--- config.mk ---
export PLATFORM = sky130hd
export DESIGN_NAME = shape_pair_collision_test_unit
export DESIGN_NICKNAME = d
export VERILOG_FILES = /design/src/spct_pkg.sv /design/src/shape_pair_collision_test_unit.sv /design/src/spct_prep.sv /design/src/spct_clamp.sv /design/src/spct_dist.sv
export SDC_FILE = /design/constraint.sdc
export NUM_CORES = 2
export LEC_CHECK = 0
export BUFFER_PORTS_ARGS = -buffer_cell sky130_fd_sc_hd__buf_2
export CORE_MARGIN = 1
export CORE_UTILIZATION = 65
export CTS_BUF_LIST = sky130_fd_sc_hd__clkbuf_4 sky130_fd_sc_hd__clkbuf_8
export CTS_CLUSTER_DIAMETER = 150
export DETAILED_ROUTE_END_ITERATION = 7
export GPL_TIMING_DRIVEN = 0
export PLACE_DENSITY = 0.83
export SLEW_MARGIN = 20
export SYNTH_ARGS = -nofsm -noshare
export SYNTH_HDL_FRONTEND = slang
export SYNTH_HIERARCHICAL = 1
export SYNTH_SLANG_ARGS = --single-unit
--- constraint.sdc ---
create_clock -name clk -period 12.2 [get_ports clk]
set_clock_uncertainty 0.2 [all_clocks]
set_input_delay 2.44 -clock clk [delete_from_list [all_inputs] [get_ports clk]]
set_output_delay 2.44 -clock clk [all_outputs]
set_load 0.01 [all_outputs]
--- src/spct_pkg.sv ---
// Package: request and result types, type codes and pipeline control for the collision test.
package spct_pkg;

	// Shape type codes
	localparam logic [1:0] TYPE_BOX    = 2'd0;
	localparam logic [1:0] TYPE_CIRCLE = 2'd1;

	// One request: two shapes
	typedef struct packed {
		logic [1:0]         first_type;
		logic signed [15:0] first_x;
		logic signed [15:0] first_y;
		logic [14:0]        first_width;
		logic [14:0]        first_height;
		logic [14:0]        first_radius;
		logic [1:0]         second_type;
		logic signed [15:0] second_x;
		logic signed [15:0] second_y;
		logic [14:0]        second_width;
		logic [14:0]        second_height;
		logic [14:0]        second_radius;
	} pair_t;

	// One result
	typedef struct packed {
		logic hit;
		logic status;
	} verdict_t;

	// Kind of pair being tested
	typedef enum logic [1:0] {
		KIND_BOX_BOX,
		KIND_CIRC_CIRC,
		KIND_CIRC_BOX,
		KIND_BAD
	} kind_t;

	// Per-stage load enables
	typedef struct packed {
		logic s1;
		logic s2;
		logic s3;
		logic s4;
		logic s5;
	} adv_t;

endpackage

--- src/shape_pair_collision_test_unit.sv ---
// Top level: five-stage box and circle collision test pipeline with stall control.
//
// Tests one pair of 2D shapes (box or circle each) per request and returns a
// hit flag and a status flag (status 1 for an unsupported type). The pipeline
// takes one request per clock while the result side does not stall; the depth
// is set by the decode, the clamp, the difference, the squaring multipliers
// and the final add and compare, each in its own stage. A stall on the result
// side holds the last stage; empty stages in front of it keep filling, and the
// request side stalls only when all five stages are full and the result is held.
// Coordinates use the low COORD_BITS bits of each position field as two's
// complement; all arithmetic is exact.
module shape_pair_collision_test_unit #(
	parameter int COORD_BITS = 16
) (
	input  logic                 clk,
	input  logic                 arst_n,
	input  logic                 pair_valid,
	output logic                 pair_stall,
	input  spct_pkg::pair_t      pair,
	output logic                 verdict_valid,
	input  logic                 verdict_stall,
	output spct_pkg::verdict_t   verdict
);

	localparam int CW = COORD_BITS;

	spct_pkg::adv_t          adv;
	logic                    v_s1, v_s2, v_s3, v_s4, v_s5;
	spct_pkg::kind_t         kind_s1, kind_s3;
	logic signed [CW:0]      cx_s1, cy_s1, bxl_s1, bxh_s1, byl_s1, byh_s1;
	logic signed [CW:0]      axl_s1, axh_s1, ayl_s1, ayh_s1;
	logic [CW-1:0]           r_s1, r_s3;
	logic                    bb_s3;
	logic [CW:0]             magx_s3, magy_s3;

	// A stage loads when it is empty or its successor loads
	always_comb begin
		adv.s5 = !v_s5 || !verdict_stall;
		adv.s4 = !v_s4 || adv.s5;
		adv.s3 = !v_s3 || adv.s4;
		adv.s2 = !v_s2 || adv.s3;
		adv.s1 = !v_s1 || adv.s2;
	end

	assign pair_stall    = !adv.s1;
	assign verdict_valid = v_s5;

	// Valid bits travel with the data
	always_ff @(posedge clk or negedge arst_n) begin
		if (!arst_n) begin
			v_s1 <= 1'b0;
			v_s2 <= 1'b0;
			v_s3 <= 1'b0;
			v_s4 <= 1'b0;
			v_s5 <= 1'b0;
		end else begin
			if (adv.s1) v_s1 <= pair_valid;
			if (adv.s2) v_s2 <= v_s1;
			if (adv.s3) v_s3 <= v_s2;
			if (adv.s4) v_s4 <= v_s3;
			if (adv.s5) v_s5 <= v_s4;
		end
	end

	spct_prep #(.COORD_BITS(COORD_BITS)) u_prep (
		.clk     (clk),
		.en      (adv.s1),
		.pair    (pair),
		.kind_s1 (kind_s1),
		.cx_s1   (cx_s1),
		.cy_s1   (cy_s1),
		.bxl_s1  (bxl_s1),
		.bxh_s1  (bxh_s1),
		.byl_s1  (byl_s1),
		.byh_s1  (byh_s1),
		.axl_s1  (axl_s1),
		.axh_s1  (axh_s1),
		.ayl_s1  (ayl_s1),
		.ayh_s1  (ayh_s1),
		.r_s1    (r_s1)
	);

	spct_clamp #(.COORD_BITS(COORD_BITS)) u_clamp (
		.clk     (clk),
		.adv     (adv),
		.kind_s1 (kind_s1),
		.cx_s1   (cx_s1),
		.cy_s1   (cy_s1),
		.bxl_s1  (bxl_s1),
		.bxh_s1  (bxh_s1),
		.byl_s1  (byl_s1),
		.byh_s1  (byh_s1),
		.axl_s1  (axl_s1),
		.axh_s1  (axh_s1),
		.ayl_s1  (ayl_s1),
		.ayh_s1  (ayh_s1),
		.r_s1    (r_s1),
		.kind_s3 (kind_s3),
		.bb_s3   (bb_s3),
		.magx_s3 (magx_s3),
		.magy_s3 (magy_s3),
		.r_s3    (r_s3)
	);

	spct_dist #(.COORD_BITS(COORD_BITS)) u_dist (
		.clk        (clk),
		.adv        (adv),
		.kind_s3    (kind_s3),
		.bb_s3      (bb_s3),
		.magx_s3    (magx_s3),
		.magy_s3    (magy_s3),
		.r_s3       (r_s3),
		.verdict_s5 (verdict)
	);

endmodule

--- src/spct_prep.sv ---
// Stage 1: decode the request, assign circle and box roles, form box edges.
module spct_prep #(
	parameter int COORD_BITS = 16
) (
	input  logic                          clk,
	input  logic                          en,
	input  spct_pkg::pair_t               pair,
	output spct_pkg::kind_t               kind_s1,
	output logic signed [COORD_BITS:0]    cx_s1,
	output logic signed [COORD_BITS:0]    cy_s1,
	output logic signed [COORD_BITS:0]    bxl_s1,
	output logic signed [COORD_BITS:0]    bxh_s1,
	output logic signed [COORD_BITS:0]    byl_s1,
	output logic signed [COORD_BITS:0]    byh_s1,
	output logic signed [COORD_BITS:0]    axl_s1,
	output logic signed [COORD_BITS:0]    axh_s1,
	output logic signed [COORD_BITS:0]    ayl_s1,
	output logic signed [COORD_BITS:0]    ayh_s1,
	output logic [COORD_BITS-1:0]         r_s1
);

	localparam int CW    = COORD_BITS;
	localparam int EW    = COORD_BITS + 1;
	localparam int IBITS = (CW < 16) ? CW : 16;
	localparam int SBITS = ((CW - 1) < 15) ? (CW - 1) : 15;

	logic [CW-1:0]         x1_raw, y1_raw, x2_raw, y2_raw;
	logic signed [EW-1:0]  x1, y1, x2, y2;
	logic [CW-2:0]         w1, h1, r1, w2, h2, r2;
	logic                  circ_first, box_first;
	spct_pkg::kind_t       kind;
	logic signed [EW-1:0]  box_x, box_y, size_w, size_h;
	logic [CW-1:0]         r;

	// Low coordinate bits as two's complement, size fields as unsigned
	assign x1_raw = CW'(pair.first_x[IBITS-1:0]);
	assign y1_raw = CW'(pair.first_y[IBITS-1:0]);
	assign x2_raw = CW'(pair.second_x[IBITS-1:0]);
	assign y2_raw = CW'(pair.second_y[IBITS-1:0]);
	assign x1 = $signed({x1_raw[CW-1], x1_raw});
	assign y1 = $signed({y1_raw[CW-1], y1_raw});
	assign x2 = $signed({x2_raw[CW-1], x2_raw});
	assign y2 = $signed({y2_raw[CW-1], y2_raw});
	assign w1 = (CW-1)'(pair.first_width[SBITS-1:0]);
	assign h1 = (CW-1)'(pair.first_height[SBITS-1:0]);
	assign r1 = (CW-1)'(pair.first_radius[SBITS-1:0]);
	assign w2 = (CW-1)'(pair.second_width[SBITS-1:0]);
	assign h2 = (CW-1)'(pair.second_height[SBITS-1:0]);
	assign r2 = (CW-1)'(pair.second_radius[SBITS-1:0]);

	// Pair kind and role selection; a circle pair becomes a circle against
	// a zero-size box at the other center with the summed radius
	always_comb begin
		circ_first = (pair.first_type == spct_pkg::TYPE_CIRCLE);
		if ((pair.first_type != spct_pkg::TYPE_BOX && pair.first_type != spct_pkg::TYPE_CIRCLE)
		    || (pair.second_type != spct_pkg::TYPE_BOX
		    && pair.second_type != spct_pkg::TYPE_CIRCLE))
			kind = spct_pkg::KIND_BAD;
		else if (pair.first_type == spct_pkg::TYPE_BOX && pair.second_type == spct_pkg::TYPE_BOX)
			kind = spct_pkg::KIND_BOX_BOX;
		else if (circ_first && pair.second_type == spct_pkg::TYPE_CIRCLE)
			kind = spct_pkg::KIND_CIRC_CIRC;
		else
			kind = spct_pkg::KIND_CIRC_BOX;
		box_first = (kind == spct_pkg::KIND_CIRC_BOX) && !circ_first;

		box_x  = box_first ? x1 : x2;
		box_y  = box_first ? y1 : y2;
		size_w = $signed({2'b00, (box_first ? w1 : w2)});
		size_h = $signed({2'b00, (box_first ? h1 : h2)});
		if (kind == spct_pkg::KIND_CIRC_CIRC) begin
			size_w = '0;
			size_h = '0;
		end

		if (kind == spct_pkg::KIND_CIRC_CIRC)
			r = {1'b0, r1} + {1'b0, r2};
		else
			r = {1'b0, (circ_first ? r1 : r2)};
	end

	// Stage 1 registers
	always_ff @(posedge clk) begin
		if (en) begin
			kind_s1 <= kind;
			cx_s1   <= circ_first ? x1 : x2;
			cy_s1   <= circ_first ? y1 : y2;
			bxl_s1  <= box_x;
			bxh_s1  <= box_x + size_w;
			byl_s1  <= box_y;
			byh_s1  <= box_y + size_h;
			axl_s1  <= x1;
			axh_s1  <= x1 + $signed({2'b00, w1});
			ayl_s1  <= y1;
			ayh_s1  <= y1 + $signed({2'b00, h1});
			r_s1    <= r;
		end
	end

endmodule

--- src/spct_clamp.sv ---
// Stages 2 and 3: clamp the circle center into the box, box overlap, distance magnitudes.
module spct_clamp #(
	parameter int COORD_BITS = 16
) (
	input  logic                          clk,
	input  spct_pkg::adv_t                adv,
	input  spct_pkg::kind_t               kind_s1,
	input  logic signed [COORD_BITS:0]    cx_s1,
	input  logic signed [COORD_BITS:0]    cy_s1,
	input  logic signed [COORD_BITS:0]    bxl_s1,
	input  logic signed [COORD_BITS:0]    bxh_s1,
	input  logic signed [COORD_BITS:0]    byl_s1,
	input  logic signed [COORD_BITS:0]    byh_s1,
	input  logic signed [COORD_BITS:0]    axl_s1,
	input  logic signed [COORD_BITS:0]    axh_s1,
	input  logic signed [COORD_BITS:0]    ayl_s1,
	input  logic signed [COORD_BITS:0]    ayh_s1,
	input  logic [COORD_BITS-1:0]         r_s1,
	output spct_pkg::kind_t               kind_s3,
	output logic                          bb_s3,
	output logic [COORD_BITS:0]           magx_s3,
	output logic [COORD_BITS:0]           magy_s3,
	output logic [COORD_BITS-1:0]         r_s3
);

	localparam int EW = COORD_BITS + 1;

	logic                  ltx, gtx, lty, gty, bb;
	logic signed [EW-1:0]  px, py;
	spct_pkg::kind_t       kind_s2;
	logic                  bb_s2, ltx_s2, lty_s2;
	logic signed [EW-1:0]  px_s2, py_s2, cx_s2, cy_s2;
	logic [COORD_BITS-1:0] r_s2;
	logic signed [EW:0]    dxp, dxn, dyp, dyn;

	// Clamp and strict box interval overlap
	always_comb begin
		ltx = cx_s1 < bxl_s1;
		gtx = cx_s1 > bxh_s1;
		lty = cy_s1 < byl_s1;
		gty = cy_s1 > byh_s1;
		px  = ltx ? bxl_s1 : (gtx ? bxh_s1 : cx_s1);
		py  = lty ? byl_s1 : (gty ? byh_s1 : cy_s1);
		bb  = (axl_s1 < bxh_s1) && (axh_s1 > bxl_s1) && (ayl_s1 < byh_s1) && (ayh_s1 > byl_s1);
	end

	always_ff @(posedge clk) begin
		if (adv.s2) begin
			kind_s2 <= kind_s1;
			bb_s2   <= bb;
			ltx_s2  <= ltx;
			lty_s2  <= lty;
			px_s2   <= px;
			py_s2   <= py;
			cx_s2   <= cx_s1;
			cy_s2   <= cy_s1;
			r_s2    <= r_s1;
		end
	end

	// Both difference directions; the clamp side picks the non-negative one
	assign dxp = {px_s2[EW-1], px_s2} - {cx_s2[EW-1], cx_s2};
	assign dxn = {cx_s2[EW-1], cx_s2} - {px_s2[EW-1], px_s2};
	assign dyp = {py_s2[EW-1], py_s2} - {cy_s2[EW-1], cy_s2};
	assign dyn = {cy_s2[EW-1], cy_s2} - {py_s2[EW-1], py_s2};

	always_ff @(posedge clk) begin
		if (adv.s3) begin
			kind_s3 <= kind_s2;
			bb_s3   <= bb_s2;
			magx_s3 <= ltx_s2 ? dxp[EW-1:0] : dxn[EW-1:0];
			magy_s3 <= lty_s2 ? dyp[EW-1:0] : dyn[EW-1:0];
			r_s3    <= r_s2;
		end
	end

endmodule

--- src/spct_dist.sv ---
// Stages 4 and 5: exact squares, distance sum against squared radius, result.
module spct_dist #(
	parameter int COORD_BITS = 16
) (
	input  logic                    clk,
	input  spct_pkg::adv_t          adv,
	input  spct_pkg::kind_t         kind_s3,
	input  logic                    bb_s3,
	input  logic [COORD_BITS:0]     magx_s3,
	input  logic [COORD_BITS:0]     magy_s3,
	input  logic [COORD_BITS-1:0]   r_s3,
	output spct_pkg::verdict_t      verdict_s5
);

	localparam int EW = COORD_BITS + 1;
	localparam int QW = 2 * EW;
	localparam int RW = 2 * COORD_BITS;
	localparam int SW = QW + 1;

	spct_pkg::kind_t kind_s4;
	logic            bb_s4;
	logic [QW-1:0]   sqx_s4, sqy_s4;
	logic [RW-1:0]   rr_s4;
	logic [SW-1:0]   dsum;
	logic            in_reach;
	spct_pkg::verdict_t verdict;

	// Squares, one multiplier each
	always_ff @(posedge clk) begin
		if (adv.s4) begin
			kind_s4 <= kind_s3;
			bb_s4   <= bb_s3;
			sqx_s4  <= QW'(magx_s3) * QW'(magx_s3);
			sqy_s4  <= QW'(magy_s3) * QW'(magy_s3);
			rr_s4   <= RW'(r_s3) * RW'(r_s3);
		end
	end

	// Touching counts for circle tests
	assign dsum     = SW'(sqx_s4) + SW'(sqy_s4);
	assign in_reach = dsum <= SW'(rr_s4);

	always_comb begin
		unique case (kind_s4)
			spct_pkg::KIND_BOX_BOX:   verdict = '{hit: bb_s4, status: 1'b0};
			spct_pkg::KIND_CIRC_CIRC,
			spct_pkg::KIND_CIRC_BOX:  verdict = '{hit: in_reach, status: 1'b0};
			default:                  verdict = '{hit: 1'b0, status: 1'b1};
		endcase
	end

	always_ff @(posedge clk) begin
		if (adv.s5)
			verdict_s5 <= verdict;
	end

endmodule

== Word level (Yosys, flattened, before mapping) ==
Index checks and enable logic that the tools add are counted.

* Output and inout port bits: 4
* Bits in registers: 438
* Word-level logic and storage cells: 117
* Input port bits: 162

* Add/sub/neg operators: 10
* Muxes and demuxes: 20
* Equality and inequality tests: 8
* Reductions and logical operators: 28
* $lt $le $gt $ge: 9
* $mul: 3

{| class="wikitable"
|+ Operators by type and width
! cell !! number
|-
| $mux 17 || 10
|-
| $mux 15 || 6
|-
| $gt 17x17->1 || 4
|-
| $mul 17x17->34 || 2
|-
| $sub 17x17->17 || 4
|-
| $add 34x34->35 || 1
|-
| $le 35x32->1 || 1
|-
| $add 16x16->17 || 2
|-
| $add 17x16->17 || 2
|-
| $lt 16x17->1 || 2
|-
| $lt 17x17->1 || 2
|-
| $mul 16x16->32 || 1
|-
| $add 15x15->16 || 1
|-
| $eq 2x1->1 const B || 4
|-
| $logic_and 1x1->1 || 8
|-
| $logic_not 1->1 || 8
|-
| $logic_not 2->1 || 3
|-
| $logic_or 1x1->1 || 6
|-
| $mux 2 || 3
|-
| $eq 2x2->1 const B || 2
|-
| $ne 2x1->1 const B || 2
|-
| $pmux 2 s2 || 1
|-
| $reduce_bool 2->1 || 2
|-
| $reduce_or 2->1 || 1
|}

== Logic depth before layout (Yosys ltp) ==
* Word-level depth: 10
* Gate-level depth with buffers: 25
* Depth with buffers taken out: 24

== By module ==
The synthesis kept the hierarchy.

{| class="wikitable"
|+ Modules (own cells, without submodules)
! module !! cells each !! area each (µm²) !! seq. area each (µm²) !! instances
|-
| spct_dist || 3101 || 29235.5 || 3062.9 || 1
|-
| spct_clamp || 1082 || 11145.7 || 4264.1 || 1
|-
| spct_prep || 868 || 10598.9 || 5465.2 || 1
|-
| shape_pair_collision_test_unit || 18 || 210.2 || 125.1 || 1
|}

== Worst setup path before layout ==
Ideal clock, no wire load.

* Kind: input-to-reg
* Start: input port verdict_stall
* End: register u_prep.axh_s1[0] (enable)
* Stages on the path: 3
* Setup slack: 3325 ps
* Buffers on the path: 1
* Arrival time: 6750 ps
* Cells stage by stage: and4_4 > buf_6 > nand3_1

{| class="wikitable"
|+ RTL lines
! what !! RTL line !! RTL
|-
| start, declared || shape_pair_collision_test_unit.sv:21 || <nowiki>input logic verdict_stall,</nowiki>
|-
| end signal, assigned || spct_prep.sv:93 || <nowiki>axh_s1 <= x1 + $signed({2'b00, w1});</nowiki>
|-
| end, declared || spct_prep.sv:16 || <nowiki>output logic signed [COORD_BITS:0] axh_s1,</nowiki>
|}

== Final worst setup path ==
* Start: register u_clamp.magx_s3[4]
* End: register u_dist.sqx_s4[33] (data pin)

* Longest elaborated chain between the ends: 1

{| class="wikitable"
|+ RTL lines
! what !! RTL line !! RTL
|-
| start, declared || spct_clamp.sv:21 || <nowiki>output logic [COORD_BITS:0] magx_s3,</nowiki>
|-
| start signal, assigned || spct_clamp.sv:71 || <nowiki>magx_s3 <= ltx_s2 ? dxp[EW-1:0] : dxn[EW-1:0];</nowiki>
|-
| $mul 17x17->34 || spct_dist.sv:33 || <nowiki>sqx_s4 <= QW'(magx_s3) * QW'(magx_s3);</nowiki>
|-
| end signal, assigned || spct_dist.sv:33 ||
|-
| end, declared || spct_dist.sv:22 || <nowiki>logic [QW-1:0] sqx_s4, sqy_s4;</nowiki>
|}

No other way between the ends.
A chain may end at the register's enable or synchronous reset.

==> flow_metrics.tcl <==
set metrics [dict create \
    worstSetupPathType "reg -> reg" \
    first_pass_iters 5 \
    synth_cell_types 105 \
    pin_count 166 \
    slew_violations 0 \
    fin_nets 6687 \
    cts_made_buffers 74 \
    cts_tree "built" \
    startpoint_type "flip-flop" \
    dieArea_sq_um 79900 \
    grt_pass1_wl_mm 187 \
    die-height_um 283 \
    grt_max_degree 57 \
    drt_wl_total_mm 114 \
    vias 36700 \
    max_freq_ghz 0.131 \
    post-cts-setup-buffers 0 \
    synth_top_area_cell "edfxtp_1" \
    io_buffers 165 \
    grt_pass1_vias 38900 \
    tns_ns 0 \
    cts_hold_buf 0 \
    start_util 0.659 \
    slew_headroom 0.386 \
    synth_edf_count 426 \
    ys.flop_type "edfxtp_1" \
    setup_viol 0 \
    track_usage 0.296 \
    synth_cells 5069 \
    drc 0 \
    crit_path_end_kind "flip-flop" \
    grt-ovfl-total 0 \
    ys_seq_area_frac 0.252 \
    cts_resized 0 \
    max_slew.worst_pin.slew_ns 0.898 \
    finalCritPeriodShare 0.623 \
    run_status "finished clean" \
    async_flop_share 0.0116 \
    yosysWarnings 6 \
    cts_num_sinks 431 \
    path_clk_slew_ns 0.06 \
    cts.htree.levels 3 \
    synth_common_cells "inv_1 (1012), ha_1 (657), fa_1 (553), edfxtp_1 (426), nand2_1 (373)" \
    drive_above_1_share 0.0860 \
    ys_ff_latch 431 \
    clock_latency_ns 0.68 \
    syn_to_final_growth_pct 7.41 \
    core_sq_um 77700 \
    syn_area_sq_um 51200 \
    wl_per_cell_um 17.8 \
    synthTopCellsByArea "edfxtp_1 (25%), fa_1 (22%), ha_1 (16%)" \
    worstPathMaxFanout 10 \
    clockBufferDepth 3 \
    fin_crit_ns 7.61 \
    avgSynthCellArea_sq_um 10.1 \
    antenna_found_initial 4 \
    vias_per_cell 5.72 \
    die_x_um 283 \
    cp_data_required_time_ns 12.39 \
    maxCapViolations 0 \
    rsz0062_at_grt "no" \
    cts_root_buf "clkbuf_8" \
    yosysTopAreaCellShare 0.250 \
    gp_congestion 0.948 \
    syn_nets 6441 \
    arrival_ns 7.80 \
    placementRows 102 \
    final_hold_viol_count 0 \
    yosysMostFrequentCell "inv_1" \
    drtAntennaViolNets 0 \
    nFillCells 5607 \
    drt_iter0_drc 1966 \
    hp-class "reg -> reg" \
    hpwl_mm 94.3 \
]
## cell type report
type | instances | area [sq um] | share of cell area
flip-flops and latches | 431 | 12900 | 0.235
repair buffers | 170 | 956 | 0.0174
plain buffers | 124 | 573 | 0.0104
multi-input cells | 3501 | 33900 | 0.617
diodes | 3 | 7.51 | 0.000137
inverters | 1013 | 3800 | 0.0692
well taps | 1040 | 1300 | 0.0237
clock inverters | 37 | 327 | 0.00594
clock buffers | 93 | 1170 | 0.0212
## worst paths after layout
| kind | startpoint | end | slack [ns] | cells after the start |
|---|---|---|---|---|
| worst max-delay path | u_clamp/magx_s3[4] | u_dist/sqx_s4[33] | 4.59 | 23 |
| worst min-delay path | u_prep/r_s1[14] | u_clamp/r_s2[14] | 0.21 | 0 |
| worst max register to register | u_clamp/magx_s3[4] | u_dist/sqx_s4[33] | 4.59 | 23 |
| worst min register to register | u_prep/r_s1[14] | u_clamp/r_s2[14] | 0.21 | 0 |
| max in group asynchronous | arst_n | verdict_valid | 10.27 | 1 |
| min in group asynchronous | arst_n | v_s4 | 1.40 | 1 |
## state kept, by name, indices dropped and copies added (netlist names), 17 cells and up
signal	count
u_dist/sqx_s4	33
u_dist/sqy_s4	33
u_dist/rr_s4	31
u_clamp/cx_s2	17
u_clamp/cy_s2	17
u_clamp/magx_s3	17
u_clamp/magy_s3	17
u_clamp/px_s2	17
u_clamp/py_s2	17
u_prep/axh_s1	17
u_prep/ayh_s1	17
u_prep/bxh_s1	17
u_prep/byh_s1	17
## layout by cell type, fill, tap and decap left out, types with 10 or more instances in the layout
cell type / count
o21ai_0: 142
fa_1: 553
o21ai_1: 12
o31ai_1: 15
a221o_1: 10
o21bai_1: 26
o211ai_1: 18
a21oi_1: 252
nand2_1: 372
o21a_1: 29
xnor2_1: 164
a211oi_1: 41
and2_1: 179
nor2b_1: 43
nor2_1: 188
a21o_1: 114
clkbuf_8: 75
clkbuf_1: 87
or2_2: 10
mux2_2: 80
and3_1: 26
clkbuf_4: 18
inv_1: 1011
a21boi_0: 10
a31oi_1: 26
clkinv_1: 18
mux2i_1: 86
nand4_1: 36
xor2_1: 66
edfxtp_1: 426
nand3_1: 62
ha_1: 657
buf_2: 185
nand2b_1: 59
nor3_1: 38
and4_1: 13
## worst max-delay path, cell delays in order, from the launching register on
cell	delay, ns
edfxtp_1	0.68
clkbuf_1	0.59
nand2_1	0.22
fa_1	0.58
inv_1	0.06
fa_1	0.53
inv_1	0.05
fa_1	0.38
inv_1	0.09
fa_1	0.44
fa_1	0.54
inv_1	0.05
fa_1	0.47
inv_1	0.04
ha_1	0.38
a21o_1	0.19
a21o_1	0.20
a221oi_4	0.39
o21ai_2	0.14
a21oi_4	0.26
o31ai_4	0.12
a221oi_4	0.35
nor3_1	0.10
a211o_1	0.25
## stage by stage
stage	hold WS, ns	instance area [sq um]	std cells	util	setup WS (ns)
CTS	0.204	55000	6409	0.707	4.71
global route	0.223	55000	6412	0.707	4.40
finish	0.205	55000	6412	0.707	4.59
global placement	0.201	53300	6274	0.686	0.884
floorplan	0.200	51200	5069	-	3.33
detailed placement	0.205	53500	6279	0.688	4.74
## kinds of logic (layout without fill, tap and decap cells)
group,Yosys count,after routing,synth area share
and+or+nand+nor,1074,1074,0.103
buffers and inverters,1137,1437,0.0855
muxes,166,166,0.0344
AOI/OAI and AO/OA,821,821,0.108
adders and majority gates,1210,1210,0.377
other,0,3,0
DFF,431,431,0.252
xor gates and xnor gates,230,230,0.0394
## per-layer routing
metal  wire length [um]  GRT usage  share of wire  up-vias
met5                  0          0              0        -
met4               4440      0.122          0.039        0
met3               6230     0.0411          0.054      289
met2              58200      0.528           0.51     1175
met1              45500      0.357           0.40    17900
li1                   -          -              -    17400
Power is left out: the tool's default activity adds up to more than one toggle a clock period on the data nets, which glitch-free logic cannot reach.
